`config.mk`:
```
export PLATFORM = sky130hd
export DESIGN_NAME = lsss_cfg
export DESIGN_NICKNAME = d
export VERILOG_FILES = /design/src/design/lsss_pkg.sv /design/src/design/lsss_cfg.sv
export SDC_FILE = /design/constraint.sdc
export NUM_CORES = 1
export LEC_CHECK = 0
export BUFFER_PORTS_ARGS = -buffer_cell sky130_fd_sc_hd__clkbuf_2
export CAP_MARGIN = 20
export CORE_ASPECT_RATIO = 0.9
export CORE_MARGIN = 2
export CORE_UTILIZATION = 50
export DETAILED_ROUTE_END_ITERATION = 16
export PLACE_DENSITY_LB_ADDON = 0.25
export SYNTH_ARGS = -nofsm -noshare
export SYNTH_HDL_FRONTEND = slang
export SYNTH_SLANG_ARGS = --single-unit
export TNS_END_PERCENT = 1
```
`constraint.sdc`:
```
create_clock -name i_clk -period 1.6 [get_ports i_clk]
set_clock_uncertainty 0.2 [all_clocks]
set_input_delay 0.08 -clock i_clk [delete_from_list [all_inputs] [get_ports i_clk]]
set_output_delay 0.08 -clock i_clk [all_outputs]
set_load 0.01 [all_outputs]
```
`src/design/lsss_pkg.sv`:
```
// Shared types and constants for the level-set sphere speed block.
// Used by lsss_cfg and level_set_sphere_speed.
// No dependencies.
package lsss_pkg;

    // One in Q16.16.
    localparam logic [16:0] ONE_Q16 = 17'h10000;
    // Settle threshold: 0.0001 truncated to Q16.16.
    localparam logic [15:0] EPS_Q16 = 16'd6;
    // Largest offset magnitude kept per axis.
    localparam logic [34:0] OFS_CLAMP = 35'h080000000;
    // Reset value of the radius register (1.0).
    localparam logic [30:0] RADIUS_RESET = 31'h0001_0000;

    // Register indexes of the configuration port (byte address / 4).
    typedef enum logic [2:0] {
        REG_CENTRE_X  = 3'd0,
        REG_CENTRE_Y  = 3'd1,
        REG_CENTRE_Z  = 3'd2,
        REG_RADIUS    = 3'd3,
        REG_DIRECTION = 3'd4
    } t_reg_idx;

    // Configuration as seen by the datapath.
    typedef struct packed {
        logic signed [31:0] centre_x;
        logic signed [31:0] centre_y;
        logic signed [31:0] centre_z;
        logic [30:0]        radius;
        logic               direction;
    } t_cfg;

endpackage

```
`src/design/lsss_cfg.sv`:
```
// Configuration register file with an APB-style access port.
// Depends on lsss_pkg for the register indexes and the t_cfg struct.
module lsss_cfg (
    input  logic              i_clk,
    input  logic              i_rst_n,
    input  logic              psel,
    input  logic              penable,
    input  logic              pwrite,
    input  logic [4:0]        paddr,
    input  logic [31:0]       pwdata,
    output logic [31:0]       prdata,
    output logic              pready,
    output lsss_pkg::t_cfg    o_cfg
);

    lsss_pkg::t_cfg   r_cfg;
    lsss_pkg::t_reg_idx w_idx;
    logic             w_wr;

    assign pready = 1'b1;
    assign w_idx  = lsss_pkg::t_reg_idx'(paddr[4:2]);
    assign w_wr   = psel & penable & pwrite;
    assign o_cfg  = r_cfg;

    always_ff @(posedge i_clk) begin
        if (!i_rst_n) begin
            r_cfg.centre_x  <= '0;
            r_cfg.centre_y  <= '0;
            r_cfg.centre_z  <= '0;
            r_cfg.radius    <= lsss_pkg::RADIUS_RESET;
            r_cfg.direction <= 1'b0;
        end else if (w_wr) begin
            unique case (w_idx)
                lsss_pkg::REG_CENTRE_X:  r_cfg.centre_x  <= pwdata;
                lsss_pkg::REG_CENTRE_Y:  r_cfg.centre_y  <= pwdata;
                lsss_pkg::REG_CENTRE_Z:  r_cfg.centre_z  <= pwdata;
                lsss_pkg::REG_RADIUS:    r_cfg.radius    <= pwdata[30:0];
                lsss_pkg::REG_DIRECTION: r_cfg.direction <= pwdata[0];
                default: ;
            endcase
        end
    end

    always_comb begin
        unique case (w_idx)
            lsss_pkg::REG_CENTRE_X:  prdata = r_cfg.centre_x;
            lsss_pkg::REG_CENTRE_Y:  prdata = r_cfg.centre_y;
            lsss_pkg::REG_CENTRE_Z:  prdata = r_cfg.centre_z;
            lsss_pkg::REG_RADIUS:    prdata = {1'b0, r_cfg.radius};
            lsss_pkg::REG_DIRECTION: prdata = {31'b0, r_cfg.direction};
            default:                 prdata = '0;
        endcase
    end

endmodule

```
==> impl_metrics.toml <==
[outcome]
outcome = "complete, but fails checks"
violations = "setup timing"

[synthesis]
yosys_warnings = 0
synth_area_um2 = 5780
synth.area.top_cells = "dfxtp_1 44%, mux2i_1 22%, mux4_2 12%"
synth.net_count = 585
synth_seq_cells = 128
syn-mean-instance-area_um2 = 10.6
synth_top_cell_area_share_pct = 44.3
ys_types = 29
synth_largest_area_cell = "dfxtp_1"
syn_inst = 543
yosysSeqAreaShare_pct = 44.3

[min_path]
holdPathEnd = "o_cfg[17]$_SDFFE_PN1P_"
hold_path_depth = 4
hp-class = "in -> reg"
worstHoldStart = "paddr[2]"

[floorplan]
rows = 37
dieArea_um2 = 12400
die_h_um = 106
fp.coreArea_um2 = 11300
io_pins = 203
start_util_pct = 51.0
die_w_um = 117

[clock_network]
clk_transition_reported_paths_ps = 50
h-tree-depth = 4
cts_tree = "done"
clockBufferDepth = 2
cts_root_buffer = "clkbuf_16"
cts_made_buffers = 17
numClockSinks = 128
insertion_delay_ps = 410

[timing]
rsz0062_at_grt = "true"
fmax_mhz = 561
worst_pin_slew_ps = 683
setup_tns_ps = -4850
setup_viol = 31
slew_headroom_pct = 54.5
setup_ws_ps = -181
slew_violations = 0
fin_hold_ws_ps = 46.1
period_minus_slack_ps = 1780
finalHoldViolations = 0
finalCritPeriodShare_pct = 111

[critical_path]
crit_slowest_cell = "mux4_2"
regToRegStartpoint = "o_cfg[17]$_SDFFE_PN1P_"
endpoint_kind = "output port"
r2r_setup_slack_ps = 610
critPathMaxFanout = 3
path_class = "reg -> out"
crit_arrival_ps = 1500
r2r.worst_path.cells = 3
crit_required_ps = 1320
path_cells = "mux4_2 > nor2b_1 > buf_2"
slowest_delay_ps = 460
cp-start-kind = "flop"
worstReg2RegEnd = "o_cfg[17]$_SDFFE_PN1P_"

[placement]
hpwl_mm = 10.6
portBuffers = 199
placed_cells = 881
place_congestion = 0.811

[final_layout]
layout-drive-gt1-share_pct = 48.1
largest_reg_flops = 128
final_util_pct = 73.6
fin_cells = 969
antenna_cells = 0
layout.nets = 842
area_growth_syn_to_layout_pct = 44.5

[drt]
vias = 5053
firstDrtPassIters = 4
wl_per_cell_um = 16.9
drtIter0Drc = 343
ant_nets = 0
routed_via_density = 5.21
wl_mm = 16.4
drcViolationCount = 0

[global_route]
grt-ovfl-total = 0
grtUsageTotal_pct = 26.2
grt_pass1_wl_mm = 25.6
antenna_found_initial = 0
grt_max_degree = 57
grt_pass1_vias = 5188

[pwr]
peakVddDrop_uv = 721
cellLeakagePower_nw = 3.74
power.density_nw_per_um2 = 895

[job]
drv_cap = 0
==> critical path, delay by kind of cell (launching register included) <==
kind,cells,cell delay (ps)
AND/OR/NAND/NOR,1,140
multiplexers,1,460
buffers and inverters,1,160
flip-flops,1,330
==> kinds of logic (layout without fill, tap and decap cells) <==
logic type	Yosys count	count (layout)	synth area share (%)
buffers and inverters	46	316	5.32
multiplexers	159	159	34.0
AND/OR/NAND/NOR	203	203	15.5
other	1	1	0.0649
flip-flops	128	128	44.3
AO/OA/AOI/OAI	6	6	0.758
==> per-stage QoR <==
stage / instance area [um2] / power, W / setup slack [ps]
3_3_place_gp: 7030 / 0.00374 / 37.5
5_1_grt: 8350 / 0.00772 / -223
3_5_place_dp: 7030 / 0.00375 / -3.74
4_1_cts: 8180 / 0.00750 / -175
2_1_floorplan: 5780 / 0.00357 / 231
6_report: 8350 / 0.00748 / -181
==> layout make-up <==
class / instances / area, um2
Sequential cell: 128 / 2650
Tap cell: 156 / 195
Clock inverter: 5 / 50.0
Fill cell: 784 / 2990
Timing Repair Buffer: 283 / 1910
Inverter: 1 / 3.75
Clock buffer: 27 / 523
Multi-Input combinational cell: 369 / 3020
==> where the power goes <==
part | internal, W | switching (W) | total (W) | leakage [nW]
registers | 0.00322 | 0.0000182 | 0.00323 | 1.06
clock network | 0.00237 | 0.00132 | 0.00369 | 0.287
logic | 0.000257 | 0.000291 | 0.000548 | 2.39
==> layer usage <==
metal | vias to the layer above | part of all wire (%) | global-route usage [%]
li1 | 2375 | - | -
met5 | - | 0 | 0
met1 | 2458 | 42 | 31.6
met4 | 0 | 2.5 | 13.3
met2 | 186 | 50 | 43.7
met3 | 34 | 5.6 | 6.87
==> timing repair <==
item	CTS	global route
endpoints found under the setup margin	31	64
cloned	0	0
hold buffers	36	1
gates resized for setup	66	39
pin swaps	0	1
buffers inserted	13	6
hold endpoints to repair	128	1
==> cell usage in the layout, fill, tap and decap left out <==
cell type / count
nor2_2: 1
nor2b_4: 13
nand4b_4: 1
mux2i_1: 128
nor3_1: 1
nand3b_1: 1
conb_1: 1
buf_12: 11
nand2_2: 2
nor2b_1: 18
clkinv_2: 4
clkbuf_1: 4
a2bb2oi_1: 1
o22ai_1: 1
bufinv_16: 1
buf_4: 36
o21ai_0: 1
dfxtp_1: 62
clkbuf_8: 6
o311ai_0: 1
nor2_1: 1
a22oi_1: 1
and2_2: 1
clkbuf_2: 189
nor3b_4: 1
nor2_4: 1
mux4_2: 30
dfxtp_2: 66
buf_2: 2
nand4_1: 1
mux2_2: 1
nand2_1: 160
o21a_1: 1
dlymetal6s4s_1: 3
dlygate4sd3_1: 34
buf_6: 8
and4b_1: 1
inv_1: 1
clkbuf_16: 17
==> cells in the mapped netlist (all sizes together) <==
master   instances
nand2          162
dfxtp          128
mux2i          128
nor2b           31
mux4            30
buf             26
clkbuf          19
nor2             3
a22oi            1
a2bb2oi          1
and2             1
and4b            1
conb             1
inv              1
mux2             1
nand3b           1
nand4            1
nand4b           1
nor3             1
nor3b            1
o21a             1
o21ai            1
o22ai            1
o311ai           1
==> how the worst max path moves through the flow <==
stage	startpoint	end	slack (ps)	cells past startpoint
floorplan	paddr[3]	prdata[18]	230	4
global placement	paddr[3]	o_cfg[75]$_SDFFE_PN0P_	40	5
detailed placement	paddr[3]	o_cfg[90]$_SDFFE_PN0P_	-4	5
CTS	o_cfg[20]$_SDFFE_PN0P_	prdata[19]	-180	3
global route	o_cfg[31]$_SDFFE_PN0P_	prdata[30]	-220	3
finish	o_cfg[40]$_SDFFE_PN0P_	prdata[8]	-180	3
(Power assumes the default switching activity.)
