**config.mk**
```make
export PLATFORM = sky130hd
export DESIGN_NAME = lsss_isqrt
export DESIGN_NICKNAME = d
export VERILOG_FILES = /design/src/design/lsss_isqrt.sv
export SDC_FILE = /design/constraint.sdc
export NUM_CORES = 1
export LEC_CHECK = 0
export BUFFER_PORTS_ARGS = -buffer_cell sky130_fd_sc_hd__buf_2
export CAP_MARGIN = 20
export CORE_ASPECT_RATIO = 1.5
export CORE_UTILIZATION = 50
export DETAILED_ROUTE_END_ITERATION = 16
export PLACE_DENSITY_LB_ADDON = 0.08
export SYNTH_ARGS = -nofsm -noshare
export SYNTH_HDL_FRONTEND = slang
export SYNTH_SLANG_ARGS = --single-unit
```
**constraint.sdc**
```tcl
create_clock -name i_clk -period 7.9 [get_ports i_clk]
set_input_delay 1.58 -clock i_clk [delete_from_list [all_inputs] [get_ports i_clk]]
set_output_delay 1.58 -clock i_clk [all_outputs]
set_load 0.02 [all_outputs]
```
**src/design/lsss_isqrt.sv**
```systemverilog
// Bit-serial floor square root of a 64-bit operand, one result bit per cycle.
// No package dependencies.
module lsss_isqrt (
    input  logic        i_clk,
    input  logic        i_rst_n,
    input  logic        i_start,
    input  logic [63:0] i_rad,
    output logic        o_done,
    output logic [31:0] o_root
);

    logic [63:0] r_v;
    logic [63:0] r_r;
    logic [63:0] r_b;
    logic [4:0]  r_cnt;
    logic        r_busy;
    logic        r_done;
    logic [63:0] w_trial;

    assign w_trial = r_r + r_b;
    assign o_done  = r_done;
    assign o_root  = r_r[31:0];

    always_ff @(posedge i_clk) begin
        if (!i_rst_n) begin
            r_busy <= 1'b0;
            r_done <= 1'b0;
            r_cnt  <= '0;
        end else begin
            r_done <= 1'b0;
            if (i_start) begin
                r_v    <= i_rad;
                r_r    <= '0;
                r_b    <= 64'h4000_0000_0000_0000;
                r_cnt  <= 5'd31;
                r_busy <= 1'b1;
            end else if (r_busy) begin
                if (r_v >= w_trial) begin
                    r_v <= r_v - w_trial;
                    r_r <= (r_r >> 1) + r_b;
                end else begin
                    r_r <= r_r >> 1;
                end
                r_b   <= r_b >> 2;
                r_cnt <= r_cnt - 5'd1;
                if (r_cnt == 5'd0) begin
                    r_busy <= 1'b0;
                    r_done <= 1'b1;
                end
            end
        end
    end

endmodule

```
==> report_table.html <==
<table>
<tr><th>Metric</th><th>Value</th></tr>
<tr><th colspan="2">Timing</th></tr>
<tr><td>Clock Skews</td><td>~17 ps</td></tr>
<tr><td>Setup Total Neg Slack</td><td>0 ps</td></tr>
<tr><td>Final-report setup violation count</td><td>0</td></tr>
<tr><td>Count of pins over their slew limit</td><td>0</td></tr>
<tr><td>Final hold violation count</td><td>0</td></tr>
<tr><td>Least setup slack across all paths after layout</td><td>1560 ps</td></tr>
<tr><td>Setup repair after global routing missed its margin</td><td>no</td></tr>
<tr><td>Measured slew at the worst slew-check pin</td><td>between 1000 and 1500 ps</td></tr>
<tr><td>Slew headroom</td><td>0.279</td></tr>
<tr><td>Maximum clock frequency</td><td>0.158 GHz</td></tr>
<tr><td>Period minus WS final</td><td>~6300 ps</td></tr>
<tr><td>Fraction of the cycle the final worst path needs</td><td>0.803</td></tr>
<tr><th colspan="2">Critical path</th></tr>
<tr><td>Category of the most critical setup path</td><td>reg -&gt; reg</td></tr>
<tr><td>Startpoint of the most critical setup path</td><td>r_r[14]</td></tr>
<tr><td>Category of the worst setup path launch point</td><td>flip-flop</td></tr>
<tr><td>CP max FO</td><td>51</td></tr>
<tr><td>Required time worst endpoint</td><td>8080 ps</td></tr>
<tr><td>Critical path endpoint category</td><td>flip-flop</td></tr>
<tr><td>FF-to-FF Start</td><td>r_r[14]</td></tr>
<tr><td>Worst path arrival time</td><td>6520 ps</td></tr>
<tr><th colspan="2">Power and ir drop</th></tr>
<tr><td>Share of power burned in registers</td><td>0.303</td></tr>
<tr><td>Combinational share of power</td><td>0.491</td></tr>
<tr><td>Part of the power in the clock network</td><td>0.206</td></tr>
<tr><td>Largest voltage drop on the vdd net</td><td>141 uV</td></tr>
<tr><td>Net switching power</td><td>0.00183 W</td></tr>
<tr><td>Switching Share</td><td>0.436</td></tr>
<tr><td>Static Leakage</td><td>roughly 6.4 nW</td></tr>
<tr><td>Internal Power</td><td>~0.0024 W</td></tr>
<tr><td>Power per unit of standard cell area</td><td>~250 nW/um^2</td></tr>
<tr><th colspan="2">Synthesis</th></tr>
<tr><td>Synth Area per Inst</td><td>between 8 and 9 sq um</td></tr>
<tr><td>Number of enable-type register cells in the synthesized netlist</td><td>160</td></tr>
<tr><td>Commonest cells in the synthesized netlist</td><td>sky130_fd_sc_hd__nand2_1, sky130_fd_sc_hd__edfxtp_1, sky130_fd_sc_hd__o21ai_0</td></tr>
<tr><td>Syn Inst Count</td><td>1815</td></tr>
<tr><td>Yosys warning total</td><td>0</td></tr>
<tr><td>Area contributors post-synth</td><td>sky130_fd_sc_hd__edfxtp_1, sky130_fd_sc_hd__ha_1, sky130_fd_sc_hd__nand2_1</td></tr>
<tr><td>Netlist area before placement</td><td>~16000 sq um</td></tr>
<tr><td>Portion of the post-synthesis area used by sequential elements</td><td>0.316</td></tr>
<tr><td>Synth area leader</td><td>sky130_fd_sc_hd__edfxtp_1</td></tr>
<tr><td>Most repeated cell in the gate-level netlist after synthesis</td><td>sky130_fd_sc_hd__nand2_1</td></tr>
<tr><td>Number of library cell types mapped by synthesis</td><td>88</td></tr>
<tr><td>Dominant register cell in the synthesized netlist</td><td>sky130_fd_sc_hd__edfxtp_1</td></tr>
<tr><td>Flip-flop and latch count after synthesis</td><td>167</td></tr>
<tr><td>Area fraction of the dominant cell type after synthesis</td><td>0.307</td></tr>
<tr><td>Share of synthesized registers carrying an async set or reset</td><td>0</td></tr>
<tr><td>Nets in the synthesized netlist</td><td>2015</td></tr>
<tr><th colspan="2">Floorplan</th></tr>
<tr><td>Site Rows</td><td>a little under 80</td></tr>
<tr><td>Starting density of the core</td><td>0.506</td></tr>
<tr><td>Die area</td><td>about 32000 sq um</td></tr>
<tr><td>Vertical extent of the die</td><td>219 microns</td></tr>
<tr><td>Total core area</td><td>between 30000 and 40000 sq um</td></tr>
<tr><td>Chip Width</td><td>146 microns</td></tr>
<tr><td>Ports placed on the boundary</td><td>100</td></tr>
<tr><th colspan="2">Route</th></tr>
<tr><td>Wire per inst</td><td>between 20 and 25 microns</td></tr>
<tr><td>DR vias/cell</td><td>6.17</td></tr>
<tr><td>Routed via count</td><td>13900</td></tr>
<tr><td>Post-detailed-route count of antenna-violating nets</td><td>0</td></tr>
<tr><td>Routed WL</td><td>about 48000 microns</td></tr>
<tr><td>Drt initial violations</td><td>between 700 and 800</td></tr>
<tr><td>Number of iterations in the first detailed-routing pass</td><td>5</td></tr>
<tr><td>Number of design rule violations left after detail routing</td><td>0</td></tr>
<tr><th colspan="2">Placement</th></tr>
<tr><td>DPL Wire Length</td><td>37200 microns</td></tr>
<tr><td>Worst slack at placement</td><td>1600 ps</td></tr>
<tr><td>Placer's final routability congestion estimate</td><td>0.952</td></tr>
<tr><td>Number of port buffers</td><td>99</td></tr>
<tr><th colspan="2">CTS</th></tr>
<tr><td>CTS H-Tree Depth</td><td>4</td></tr>
<tr><td>Number of clock sinks seen by CTS</td><td>~170</td></tr>
<tr><td>Post-CTS setup buffer count</td><td>0</td></tr>
<tr><td>Clock latency of the later-clocked register in the worst-skew pair</td><td>470 ps</td></tr>
<tr><td>TritonCTS clock tree</td><td>built</td></tr>
<tr><td>Maximum number of buffers from clock root to sink</td><td>2</td></tr>
<tr><td>Root buffer selected by CTS</td><td>sky130_fd_sc_hd__clkbuf_16</td></tr>
<tr><td>Clock transition at the register clock pins on the worst setup and hold paths after CTS</td><td>about 70 ps</td></tr>
<tr><td>CTS-repair resized insts</td><td>0</td></tr>
<tr><td>Clock buffers created by TritonCTS</td><td>17</td></tr>
<tr><td>Quantity of hold-fixing buffers added after cts</td><td>0</td></tr>
<tr><th colspan="2">Final layout</th></tr>
<tr><td>Area taken by multi-input logic gates</td><td>10100 sq um</td></tr>
<tr><td>Layout overhead on the synthesized area</td><td>7.15%</td></tr>
<tr><td>Number of filler instances in the final layout</td><td>2988</td></tr>
<tr><td>Final Core Density</td><td>0.542</td></tr>
<tr><td>Share of final-layout standard cells stronger than drive strength 1</td><td>0.109</td></tr>
<tr><td>Antenna diode instance count</td><td>0</td></tr>
<tr><td>Sequential cell area</td><td>4940 sq um</td></tr>
<tr><td>Total Nets Final</td><td>2038</td></tr>
<tr><th colspan="2">Min path</th></tr>
<tr><td>Hold path startpoint</td><td>r_cnt[4]</td></tr>
<tr><td>HP Class</td><td>reg -&gt; reg</td></tr>
<tr><th colspan="2">Status</th></tr>
<tr><td>Result of the run</td><td>complete, no violations</td></tr>
<tr><th colspan="2">Global routing</th></tr>
<tr><td>Total routing resource utilization after global routing</td><td>0.299</td></tr>
<tr><td>Number of global-route vias before repair</td><td>13900</td></tr>
<tr><td>Remaining global-route overflow</td><td>0</td></tr>
<tr><td>Most Used Layer, Global Route</td><td>met2</td></tr>
<tr><td>Largest net degree at the start of global routing</td><td>88</td></tr>
<tr><td>Wire length of the first global-routing pass</td><td>~74000 microns</td></tr>
<tr><td>Met1 track demand over resource in global routing</td><td>0.293</td></tr>
<tr><td>Initial antenna violation count</td><td>0</td></tr>
<tr><td>Met2 Use GR</td><td>0.585</td></tr>
<tr><td>Met3 Use GR</td><td>0.0328</td></tr>
<tr><th colspan="2">Job</th></tr>
<tr><td>Count of maximum capacitance violations</td><td>0</td></tr>
</table>
[state kept, by name, indices dropped and copies added (netlist names)]
name	cells
r_cnt	5
r_v	64
r_b	32
r_r	64
o_done	1
r_busy	1
[routing by layer]
| metal | vias up | part of all wire |
|---|---|---|
| met2 | 333 | 0.55 |
| met4 | 0 | 0.063 |
| li1 | 6740 | - |
| met1 | 6707 | 0.37 |
| met5 | - | 0 |
| met3 | 138 | 0.023 |
[kinds of logic after synthesis]
group                    after synthesis  synth area share
AO/OA/AOI/OAI                        587             0.250
XOR/XNOR                             173            0.0968
adder cells (fa/ha/maj)              133             0.107
buffers and inverters                129            0.0419
flip-flops                           167             0.316
multiplexers                           5           0.00352
AND/OR/NAND/NOR                      621             0.185
[worst max-delay path: stages (launching register included)]
cell                       delay, ps
sky130_fd_sc_hd__edfxtp_1        500
sky130_fd_sc_hd__ha_1            380
sky130_fd_sc_hd__a31oi_1         390
sky130_fd_sc_hd__o22ai_1         210
sky130_fd_sc_hd__a211oi_2        280
sky130_fd_sc_hd__o21bai_1        220
sky130_fd_sc_hd__a21o_1          260
sky130_fd_sc_hd__a311o_1         380
sky130_fd_sc_hd__a21oi_1         220
sky130_fd_sc_hd__xor2_1          130
sky130_fd_sc_hd__ha_1            460
sky130_fd_sc_hd__a21oi_1         120
sky130_fd_sc_hd__o21bai_1        220
sky130_fd_sc_hd__a41oi_2         190
sky130_fd_sc_hd__o21a_1          220
sky130_fd_sc_hd__o221ai_1        180
sky130_fd_sc_hd__a311o_1         290
sky130_fd_sc_hd__a31o_4          580
sky130_fd_sc_hd__buf_4           420
sky130_fd_sc_hd__o21a_1          190
sky130_fd_sc_hd__xnor2_1         110
sky130_fd_sc_hd__nor2_1           50
[cells in the final DEF (no fill, tap or decap), types with 5 or more instances in the layout]
master / instances
sky130_fd_sc_hd__nand2_1: 240
sky130_fd_sc_hd__edfxtp_1: 160
sky130_fd_sc_hd__o21ai_0: 148
sky130_fd_sc_hd__nor2_1: 146
sky130_fd_sc_hd__ha_1: 132
sky130_fd_sc_hd__a21oi_1: 119
sky130_fd_sc_hd__buf_2: 98
sky130_fd_sc_hd__xor2_1: 88
sky130_fd_sc_hd__xnor2_1: 85
sky130_fd_sc_hd__a31oi_1: 65
sky130_fd_sc_hd__nor2b_1: 59
sky130_fd_sc_hd__a21o_1: 48
sky130_fd_sc_hd__nand4_1: 43
sky130_fd_sc_hd__o21bai_1: 38
sky130_fd_sc_hd__nor3_1: 32
sky130_fd_sc_hd__inv_1: 27
sky130_fd_sc_hd__a211oi_2: 20
sky130_fd_sc_hd__and3_1: 18
sky130_fd_sc_hd__nand3_1: 18
sky130_fd_sc_hd__o21ai_1: 17
sky130_fd_sc_hd__clkbuf_16: 17
sky130_fd_sc_hd__o21a_1: 13
sky130_fd_sc_hd__and2_1: 12
sky130_fd_sc_hd__a21boi_0: 12
sky130_fd_sc_hd__nand2b_1: 11
sky130_fd_sc_hd__a31o_2: 11
sky130_fd_sc_hd__nor4_1: 10
sky130_fd_sc_hd__a211oi_1: 10
sky130_fd_sc_hd__o31ai_1: 10
sky130_fd_sc_hd__or3_1: 9
sky130_fd_sc_hd__o211ai_1: 8
sky130_fd_sc_hd__dfxtp_1: 7
sky130_fd_sc_hd__o22ai_1: 5
sky130_fd_sc_hd__and4_1: 5
[final cells by class]
type	count	share of cell area
Multi-Input combinational cell	1519	0.601
Sequential cell	167	0.295
Timing Repair Buffer	104	0.0329
Tap cell	405	0.0302
Clock buffer	18	0.0262
Clock inverter	14	0.00843
Inverter	29	0.00657
[power by group through the flow]
stage | clock (W) | combinational (W) | sequential (W)
floorplan | 0 | 0.00159 | 0.00122
global placement | 0 | 0.00202 | 0.00128
detailed placement | 0 | 0.00204 | 0.00129
CTS | 0.000870 | 0.00206 | 0.00127
global route | 0.000899 | 0.00226 | 0.00128
finish | 0.000865 | 0.00206 | 0.00127
[worst paths after layout]
kind	end	slack, ps	depth (start not counted)
hold reg to reg	r_cnt[4]	580	2
hold / removal	r_cnt[4]	580	2
setup / recovery	r_r[5]	1560	21
setup reg to reg	r_r[5]	1560	21
[through the flow]
stage | power [W] | area [sq um] | instances | hold slack (ps)
after global routing | 0.00443 | 16800 | 2256 | 610
final | 0.00419 | 16800 | 2256 | 582
after CTS | 0.00419 | 16800 | 2256 | 589
after global placement | 0.00331 | 16200 | 2224 | 562
after floorplan | 0.00281 | 15700 | 1815 | 524
after detailed placement | 0.00333 | 16200 | 2224 | 571
No activity file was read; power rests on OpenSTA's default activity.
