===== config.mk =====
export PLATFORM = sky130hd
export DESIGN_NAME = lsss_div
export DESIGN_NICKNAME = d
export VERILOG_FILES = /design/src/design/lsss_div.sv
export SDC_FILE = /design/constraint.sdc
export NUM_CORES = 1
export LEC_CHECK = 0
export ABC_AREA = 0
export BUFFER_PORTS_ARGS = -buffer_cell sky130_fd_sc_hd__buf_2
export CORE_MARGIN = 4
export CORE_UTILIZATION = 60
export CTS_BUF_LIST = sky130_fd_sc_hd__clkbuf_4
export CTS_CLUSTER_SIZE = 20
export DETAILED_ROUTE_END_ITERATION = 16
export GPL_TIMING_DRIVEN = 1
export PLACE_DENSITY = 0.95
export SLEW_MARGIN = 40
export SYNTH_ARGS = -nofsm -noshare
export SYNTH_HDL_FRONTEND = slang
export SYNTH_SLANG_ARGS = --single-unit

===== constraint.sdc =====
create_clock -name i_clk -period 6.9 [get_ports i_clk]
set_input_delay 0.345 -clock i_clk [delete_from_list [all_inputs] [get_ports i_clk]]
set_output_delay 0.345 -clock i_clk [all_outputs]
set_load 0.01 [all_outputs]

===== src/design/lsss_div.sv =====
// Restoring divider: 64-bit dividend by 32-bit divisor, 17 quotient bits,
// one bit per cycle, with an overflow flag for quotients of 2^17 or more.
module lsss_div (
    input  logic        i_clk,
    input  logic        i_rst_n,
    input  logic        i_start,
    input  logic [63:0] i_dividend,
    input  logic [31:0] i_divisor,
    output logic        o_done,
    output logic        o_ovf,
    output logic [16:0] o_quot
);

    logic [31:0] r_rem;
    logic [16:0] r_low;
    logic [16:0] r_q;
    logic [31:0] r_dvs;
    logic [4:0]  r_cnt;
    logic        r_busy;
    logic        r_done;
    logic        r_ovf;
    logic [32:0] w_trial;
    logic        w_fit;
    logic        w_ovf;

    assign w_trial = {r_rem, r_low[16]};
    assign w_fit   = (w_trial >= {1'b0, r_dvs});
    assign w_ovf   = (i_dividend[63:17] >= {15'b0, i_divisor});
    assign o_done  = r_done;
    assign o_ovf   = r_ovf;
    assign o_quot  = r_q;

    always_ff @(posedge i_clk) begin
        if (!i_rst_n) begin
            r_busy <= 1'b0;
            r_done <= 1'b0;
            r_ovf  <= 1'b0;
            r_cnt  <= '0;
        end else begin
            r_done <= 1'b0;
            if (i_start) begin
                r_dvs <= i_divisor;
                r_rem <= i_dividend[48:17];
                r_low <= i_dividend[16:0];
                r_q   <= '0;
                r_cnt <= 5'd16;
                r_ovf <= w_ovf;
                if (w_ovf) begin
                    r_done <= 1'b1;
                end else begin
                    r_busy <= 1'b1;
                end
            end else if (r_busy) begin
                if (w_fit) begin
                    r_rem <= 32'(w_trial - {1'b0, r_dvs});
                end else begin
                    r_rem <= w_trial[31:0];
                end
                r_q   <= {r_q[15:0], w_fit};
                r_low <= {r_low[15:0], 1'b0};
                r_cnt <= r_cnt - 5'd1;
                if (r_cnt == 5'd0) begin
                    r_busy <= 1'b0;
                    r_done <= 1'b1;
                end
            end
        end
    end

endmodule


==> results of run 1 <==
[registers in the layout, summed over array words and instances (netlist names)]
signal and flops:
r_busy 1, r_dvs 32, r_low 17, r_rem 32, r_cnt 5, o_done 1
o_quot 17, o_ovf 1
[per-stage QoR]
step	area (um^2)	instances	total power, mW
floorplan	7090	632	1.13
global placement	7780	875	1.23
detailed placement	7810	877	1.25
CTS	8050	902	1.58
global route	8190	916	1.67
finish	8190	916	1.59
[cell type report]
class                   instances  area share [%]
clock inverters                 7           0.978
repair buffers                145            10.6
multi-input cells             432            44.1
flip-flops and latches        106            37.9
inverters                      74            3.39
clock buffers                   9           0.825
well taps                     143            2.18
[final timing paths]
check	endpoint	slack, ns	cells after the start
max reg2reg	r_rem[11]	3.07	12
min reg2reg	o_ovf	0.50	2
min	r_dvs[22]	0.04	1
max	r_rem[11]	3.07	12
[timing repair]
item	CTS	global route
buffers inserted	0	0
hold buffers	9	14
hold endpoints to repair	9	14
[routing by layer]
metal / GRT usage [%] / vias up / routed length, um
li1: - / 2596 / -
met4: 6.04 / 2 / 346
met5: 0 / - / 13
met3: 6.32 / 36 / 1060
met2: 43.0 / 189 / 8460
met1: 28.2 / 2593 / 6340
[cells by family (layout without fill, tap and decap cells)]
| family | after synthesis | after routing | synth area share [%] |
|---|---|---|---|
| adder cells (fa/ha/maj) | 67 | 67 | 11.9 |
| flip-flops | 106 | 106 | 43.8 |
| buffers and inverters | 94 | 235 | 5.36 |
| XOR/XNOR | 32 | 32 | 3.95 |
| multiplexers | 65 | 65 | 11.3 |
| AND/OR/NAND/NOR | 132 | 132 | 10.3 |
| AO/OA/AOI/OAI | 136 | 136 | 13.4 |
[synth_stat cells (3+ instances only)]
library cell  instances
a221o_1               4
nand2_1              25
nor4b_1               6
mux2_2               38
buf_6                 3
mux2_4               20
a21boi_0              3
buf_2                 4
nand4_1              10
nand3_1               8
clkbuf_1             11
dfxtp_1               8
o21ai_1               3
a21o_1               38
and2_1                3
nand2b_1              4
o31ai_1               5
and3_1                8
a21oi_1              24
nor4_1                8
ha_1                 66
o21a_1                5
edfxtp_1             98
o21ai_0              20
a31oi_1               8
nor3_1                3
inv_1                74
nor2_1               25
xor2_1               16
xnor2_1              16
a211oi_1              8
mux2i_1               6
nor2b_1              21
[power by group through the flow]
stage	Sequential, mW	Combinational [mW]	Clock, mW
final	0.770	0.487	0.331
after detailed placement	0.784	0.469	0
after global routing	0.773	0.534	0.363
after CTS	0.770	0.476	0.338
after global placement	0.782	0.444	0
after floorplan	0.782	0.352	0
[worst reg2reg max path, stage by stage (launching register included)]
cell and delay, ns:
edfxtp_1 0.50, ha_1 0.34, nor2b_1 0.17, o31ai_1 0.27, a211oi_2 0.12, nor3b_2 0.41, a311o_1 0.31, a21oi_4 0.11
nor2_4 0.40, buf_8 0.23, buf_8 0.18, mux2_4 0.31, mux2_2 0.26
==> results_dict.tcl, run 1 <==
set metrics [dict create \
    slew_headroom_pct 53.4 \
    hold_start "i_divisor[22]" \
    p_int_mw 1.08 \
    wirelength_mm 16.2 \
    p_switching_mw 0.505 \
    slew_violations 0 \
    cpLargestDelayFamily "simple AND/OR/NAND/NOR gates" \
    worst_hold_slack_ns 0.0361 \
    cp-startpoint "r_rem[0]" \
    start_kind "register" \
    clk_pin_slew_ns 0.18 \
    track_usage_pct 23.9 \
    drc 0 \
    cts-resized-gates 0 \
    pwr-share-comb_pct 30.6 \
    grt_antenna_before_repair 1 \
    final_cell_mix "buf_2 (117), edfxtp_1 (98), inv_1 (73), ha_1 (66)" \
    die_area_um2 13600 \
    ys_seq_area_share_pct 43.8 \
    drive_above_1_share_pct 27.0 \
    vias 5416 \
    switching_share_pct 31.8 \
    fin_crit_ns 3.83 \
    max_freq_ghz 0.261 \
    avgSynthCellArea_um2 11.2 \
    multi_input_area_um2 3610 \
    netlist_top_cells_area "edfxtp_1 (42%), ha_1 (12%), mux2_2 (6.0%)" \
    finalSetupTns_ns 0 \
    skew_ns 0.0315 \
    htree_levels 3 \
    synth_area_leader_cell "edfxtp_1" \
    grt_pass1_vias 5532 \
    drtIter0Drc 315 \
    final_antenna_net_count 0 \
    cts_tree "built" \
    clkLatencyLatePin_ns 0.51 \
    die_height_um 117 \
    grt_max_degree 86 \
    cp_slowest_cell "edfxtp_1" \
    setup_violations 0 \
    wl_per_cell_um 17.7 \
    place_ws_ns 3.12 \
    hold_viol 0 \
    ctsLongestPathBuffers 2 \
    yosysWarningCount 0 \
    syn_inst 632 \
    synth_cell_types 61 \
    p_clk_share_pct 20.9 \
    die_w_um 117 \
    rsz0062_at_grt "no" \
    seq_power_share_pct 48.5 \
    fillers 818 \
    syn_to_final_growth_pct 15.5 \
    overflow 0 \
    synthesis.nets 798 \
    portBuffers 117 \
    antenna_cells 0 \
    gp_congestion 0.946 \
    cp.required_ns 7.17 \
    nNetsFinal 934 \
    status "finished, final reports clean" \
    slowest_delay_ns 0.50 \
    p_per_area_nw_per_um2 194 \
    synth-main-ff-cell "edfxtp_1" \
    grt_pass1_wl_mm 25.6 \
    path_cells "ha_1, nor2b_1, o31ai_1, a211oi_2, nor3b_2, a311o_1, a21oi_4, nor2_4, buf_8, buf_8, mux2_4, mux2_2" \
    tightest_slew_ns 0.698 \
    drtPass1Iterations 5 \
    power.leakage_nw 3.71 \
    dp_hpwl_mm 12.1 \
    coreArea_um2 11500 \
    vias_per_cell 5.91 \
    crit_path_end_kind "register" \
    row_count 39 \
    seqCellArea_um2 3100 \
    crit-reg2reg-launch "r_rem[0]" \
    numCtsBuffers 9 \
    ys_ff_latch 106 \
    irDropWorstVdd_mv 0.192 \
    synth-async-reset-ratio_pct 0 \
    synth_edf_count 98 \
    final_common_cell "buf_2" \
    yosys.area.top_type_share_pct 41.5 \
    cap_violations 0 \
    clock-sinks 106 \
    cp_max_fo 11 \
    post-route-period-util_pct 55.5 \
    critical_path_class "register to register" \
    worst-path-buf-inv 2 \
    fin_ws_ns 3.07 \
    critPathMostFrequentCell "buf_8" \
    hold_path.class "input pin to register" \
    pin_count 118 \
    final_core_util_pct 71.1 \
    arrival_ns 4.10 \
    synth_area_um2 7090 \
    root_buffer "clkbuf_4" \
    initial_core_util_pct 61.6 \
]
Note: power is estimated with default switching activity, not from simulation.
==> run 2, diff against run 1 <==
- CORE_UTILIZATION: 60 -> 53
- PLACE_DENSITY: 0.95 -> 0.9
- clock period: 6.9 -> 3.3 ns (I/O delays scaled with it)
==> results_dict.tcl, run 2 (synthesis results as in run 1) <==
set metrics [dict create \
    status "finished, final reports clean" \
    die_area_um2 15300 \
    drive_above_1_share_pct 28.2 \
    slew_violations 0 \
    die_height_um 124 \
    wirelength_mm 18.1 \
    syn_to_final_growth_pct 26.9 \
    crit-reg2reg-launch "r_low[16]" \
    irDropWorstVdd_mv 0.316 \
    final_common_cell "buf_2" \
    dp_hpwl_mm 12.1 \
    hold_viol 0 \
    gp_congestion 0.973 \
    clock-sinks 106 \
    wl_per_cell_um 17.8 \
    nNetsFinal 1005 \
    overflow 0 \
    fin_ws_ns 0.0602 \
    slew_headroom_pct 49.1 \
    ff2ff_setup_slack_ns 0.06 \
    grt_antenna_before_repair 1 \
    critical_path_class "register to register" \
    cp_max_fo 6 \
    hold_start "i_dividend[45]" \
    drtPass1Iterations 5 \
    clkLatencyLatePin_ns 0.51 \
    drc 0 \
    final_antenna_net_count 0 \
    post-route-period-util_pct 98.2 \
    clk_pin_slew_ns 0.17 \
    pin_count 118 \
    place_ws_ns -0.0444 \
    fin_crit_ns 3.24 \
    cp.required_ns 3.57 \
    fillers 881 \
    power.leakage_nw 4.04 \
    htree_levels 3 \
    vias 5745 \
    vias_per_cell 5.65 \
    die_w_um 124 \
    final_cell_mix "buf_2 (117), edfxtp_1 (98), dlygate4sd3_1 (80), inv_1 (72), ha_1 (64)" \
    track_usage_pct 23.7 \
    cts_tree "built" \
    cap_violations 0 \
    skew_ns 0.0234 \
    r2r-end "r_rem[18]" \
    portBuffers 117 \
    final_core_util_pct 69.9 \
    initial_core_util_pct 55.1 \
    ctsLongestPathBuffers 2 \
    grt_max_degree 47 \
    start_kind "register" \
    rr_worst_depth 14 \
    hold_end "r_rem[28]" \
    path_cells "inv_2, ha_2, inv_1, fa_2, a21o_1, a221oi_4, o21ai_2, a31o_4, a31oi_4, buf_12, o21ai_2, xor2_1, mux2_4, mux2_2" \
    p_per_area_nw_per_um2 381 \
    grt_pass1_vias 5980 \
    critPathMostFrequentCell "o21ai_2" \
    tightest_slew_ns 0.762 \
    arrival_ns 3.51 \
    numCtsBuffers 9 \
    cp_slowest_cell "edfxtp_1" \
    slowest_delay_ns 0.41 \
    grt_pass1_wl_mm 28.3 \
    crit_path_end_kind "register" \
    largestRegisters "r_dvs (32), r_rem (32)" \
    holdPathStages 3 \
    antenna_cells 0 \
    setup_violations 0 \
    root_buffer "clkbuf_4" \
    coreArea_um2 12900 \
    max_freq_ghz 0.309 \
    hold_path.class "input pin to register" \
    drtIter0Drc 412 \
    row_count 41 \
]
run 2: stage by stage:
stage	instance area, um^2	setup TNS, ns	cells	hold slack, ns	power, mW
floorplan	7090	0	632	0.264	2.37
global placement	7940	0	916	0.357	2.61
detailed placement	7940	-0.0892	916	0.359	2.64
CTS	8880	0	1013	0.00891	3.38
global route	9000	-0.639	1016	0.0218	3.60
finish	9000	0	1016	0.0392	3.43
run 2: worst max-delay path by stage:
stage                     startpoint         to  slack, ns  cells past startpoint
after floorplan            r_low[16]  r_rem[22]       0.17                     13
after global placement     r_low[16]  r_rem[22]       0.05                     13
after detailed placement   r_low[16]  r_rem[30]      -0.04                     13
after CTS                  r_low[16]  r_rem[18]      0.003                     13
after global routing       r_low[16]  r_rem[18]      -0.08                     14
final                      r_low[16]  r_rem[18]       0.06                     14
run 2: cell type report:
| cell class | count | area, um^2 | share of cell area (%) |
|---|---|---|---|
| clock buffer | 9 | 67.6 | 0.751 |
| clock inverter | 7 | 58.8 | 0.653 |
| sequential | 106 | 3100 | 34.5 |
| multi-input combinational | 432 | 3700 | 41.1 |
| timing repair buffer | 216 | 1580 | 17.5 |
| tap | 172 | 215 | 2.39 |
| inverter | 74 | 278 | 3.09 |
run 2: routing by layer:
metal | GRT usage, % | share of wire, %
met5 | 0 | 0.072
met4 | 7.13 | 1.9
met3 | 5.77 | 5.7
met2 | 42.3 | 51
met1 | 28.1 | 41
run 2: report_power, final:
part           total, mW  switching [mW]  leakage, nW  internal (mW)
sequential          1.61          0.0343        0.989           1.57
combinational       1.16           0.559         2.97          0.600
clock              0.664           0.493       0.0749          0.171
total               3.43            1.09         4.04           2.35
run 2: timing repair:
| item | 4_1_cts | 5_1_grt |
|---|---|---|
| endpoints found under the hold margin | 87 | 0 |
| pin swaps | 1 | 10 |
| setup buffers | 1 | 3 |
| hold buffers | 80 | 0 |
| gates resized for setup | 0 | 21 |
| gates cloned | 0 | 0 |
| endpoints found under the setup margin | 4 | 22 |
run 2: worst max-delay path, delay by kind of cell (launching register included):
| family | cells | cell delay [ns] |
|---|---|---|
| AOI/OAI and AO/OA | 6 | 1.14 |
| muxes | 2 | 0.53 |
| adders and majority gates | 2 | 0.51 |
| DFF | 1 | 0.41 |
| buffers and inverters | 3 | 0.26 |
| xor gates and xnor gates | 1 | 0.15 |
==> run 3, diff against run 2 <==
- PLACE_DENSITY: 0.9 -> 0.86
==> results_dict.tcl, run 3 (synthesis results as in run 1) <==
set metrics [dict create \
    largestRegisters "r_dvs (32), r_rem (32)" \
    drtPass1Iterations 5 \
    drtIter0Drc 325 \
    wirelength_mm 19.2 \
    setup_violations 0 \
    grt_pass1_wl_mm 30.0 \
    pwr-share-comb_pct 33.8 \
    slew_violations 0 \
    gp_congestion 0.937 \
    drive_above_1_share_pct 29.3 \
    vias_per_cell 5.68 \
    fin_crit_ns 3.23 \
    rr_worst_depth 14 \
    wl_per_cell_um 18.7 \
    fin_ws_ns 0.0667 \
    slew_headroom_pct 45.7 \
    antenna_cells 0 \
    p_total_mw 3.48 \
    hold_start "i_dividend[32]" \
    switching_share_pct 32.0 \
    hold_viol 0 \
    drc 0 \
    power.leakage_nw 4.07 \
    crit-reg2reg-launch "r_low[16]" \
    final_common_cell "buf_2" \
    htree_levels 3 \
    grt_max_degree 36 \
    grt_antenna_before_repair 0 \
    rsz0062_at_grt "yes" \
    ff2ff_setup_slack_ns 0.07 \
    root_buffer "clkbuf_4" \
    dp_hpwl_mm 12.8 \
    clkLatencyLatePin_ns 0.49 \
    nNetsFinal 1013 \
    hold_path.class "input pin to register" \
    clk_pin_slew_ns 0.18 \
    pin_count 118 \
    p_per_area_nw_per_um2 384 \
    coreArea_um2 12900 \
    p_clk_share_pct 19.8 \
    cp_max_fo 6 \
    seq_power_share_pct 46.4 \
    placed_area_um2 7960 \
    arrival_ns 3.48 \
    grt_pass1_vias 6177 \
    skew_ns 0.0240 \
    critical_path_class "register to register" \
    initial_core_util_pct 55.1 \
    ctsLongestPathBuffers 2 \
    p_switching_mw 1.11 \
    status "finished, final reports clean" \
    clock-sinks 106 \
    fillers 883 \
    row_count 41 \
    die_area_um2 15300 \
    die_height_um 124 \
    die_w_um 124 \
    tightest_slew_ns 0.813 \
    portBuffers 117 \
    track_usage_pct 25.3 \
    stdcell_area_um2 9060 \
    irDropWorstVdd_mv 0.348 \
    start_kind "register" \
    post-route-period-util_pct 98.0 \
    final_antenna_net_count 0 \
    overflow 0 \
    numCtsBuffers 9 \
    holdPathStages 2 \
    place_ws_ns -0.113 \
    syn_to_final_growth_pct 27.8 \
    vias 5821 \
    r2r-end "r_rem[18]" \
    cts_tree "built" \
    p_int_mw 2.37 \
    crit_path_end_kind "register" \
    final_cell_mix "buf_2 (117), edfxtp_1 (98), dlygate4sd3_1 (79), inv_1 (71), ha_1 (62)" \
    hold_end "r_rem[15]" \
    max_freq_ghz 0.309 \
    cap_violations 0 \
    cp.required_ns 3.55 \
]
[run 3: through the flow]
stage | cells | hold slack (ns) | util [%] | TNS (ns)
6_report | 1024 | 0.0361 | 70.4 | 0
5_1_grt | 1024 | 0.00949 | 70.4 | -0.310
4_1_cts | 1016 | 0.000422 | 69.2 | 0
3_5_place_dp | 920 | 0.359 | 61.8 | -0.464
3_3_place_gp | 920 | 0.357 | 61.8 | 0
2_1_floorplan | 632 | 0.264 | - | 0
[run 3: final cells by class]
class / instances / area (um^2) / share of cell area (%)
Multi-Input combinational cell: 432 / 3700 / 40.9
Clock buffer: 9 / 67.6 / 0.746
Tap cell: 172 / 215 / 2.38
Sequential cell: 106 / 3100 / 34.2
Clock inverter: 7 / 71.3 / 0.787
Inverter: 74 / 278 / 3.07
Timing Repair Buffer: 224 / 1620 / 17.9
[run 3: how the worst max path moves through the flow]
stage           endpoint      start
2_1_floorplan  r_rem[22]  r_low[16]
3_3_place_gp   r_rem[20]  r_low[16]
3_5_place_dp   r_rem[30]  r_low[16]
4_1_cts        r_rem[18]   r_rem[0]
5_1_grt        r_rem[18]  r_low[16]
6_report       r_rem[18]  r_low[16]
[run 3: power groups by stage]
stage | Combinational (mW) | Sequential (mW) | Clock [mW]
3_5_place_dp | 1.02 | 1.64 | 0
6_report | 1.18 | 1.61 | 0.690
5_1_grt | 1.28 | 1.62 | 0.745
4_1_cts | 1.11 | 1.61 | 0.698
2_1_floorplan | 0.736 | 1.63 | 0
3_3_place_gp | 0.980 | 1.63 | 0
[run 3: worst max-delay path, stage by stage, from the launching register on]
cell and delay [ns]:
edfxtp_1 0.41, inv_2 0.09, ha_4 0.13, inv_2 0.04, fa_2 0.36, a21o_1 0.18, a221oi_2 0.27, o21ai_1 0.14
a31o_2 0.28, a31oi_4 0.21, buf_12 0.15, o21ai_2 0.06, xor2_1 0.15, mux2_4 0.26, mux2_2 0.26
[run 3: timing repair]
action	in CTS	in global routing
endpoints found under the hold margin	81	0
cloned	0	0
setup buffers	1	8
hold buffers	79	0
pin swaps	3	14
resized for setup	4	21
setup endpoints to repair	6	27
[run 3: layer usage]
layer	part of all wire [%]	track usage, %	vias up
met3	5.6	5.50	52
met2	52	45.7	202
met4	3.3	10.9	0
met5	0	0	-
met1	40	28.7	2819
li1	-	-	2748
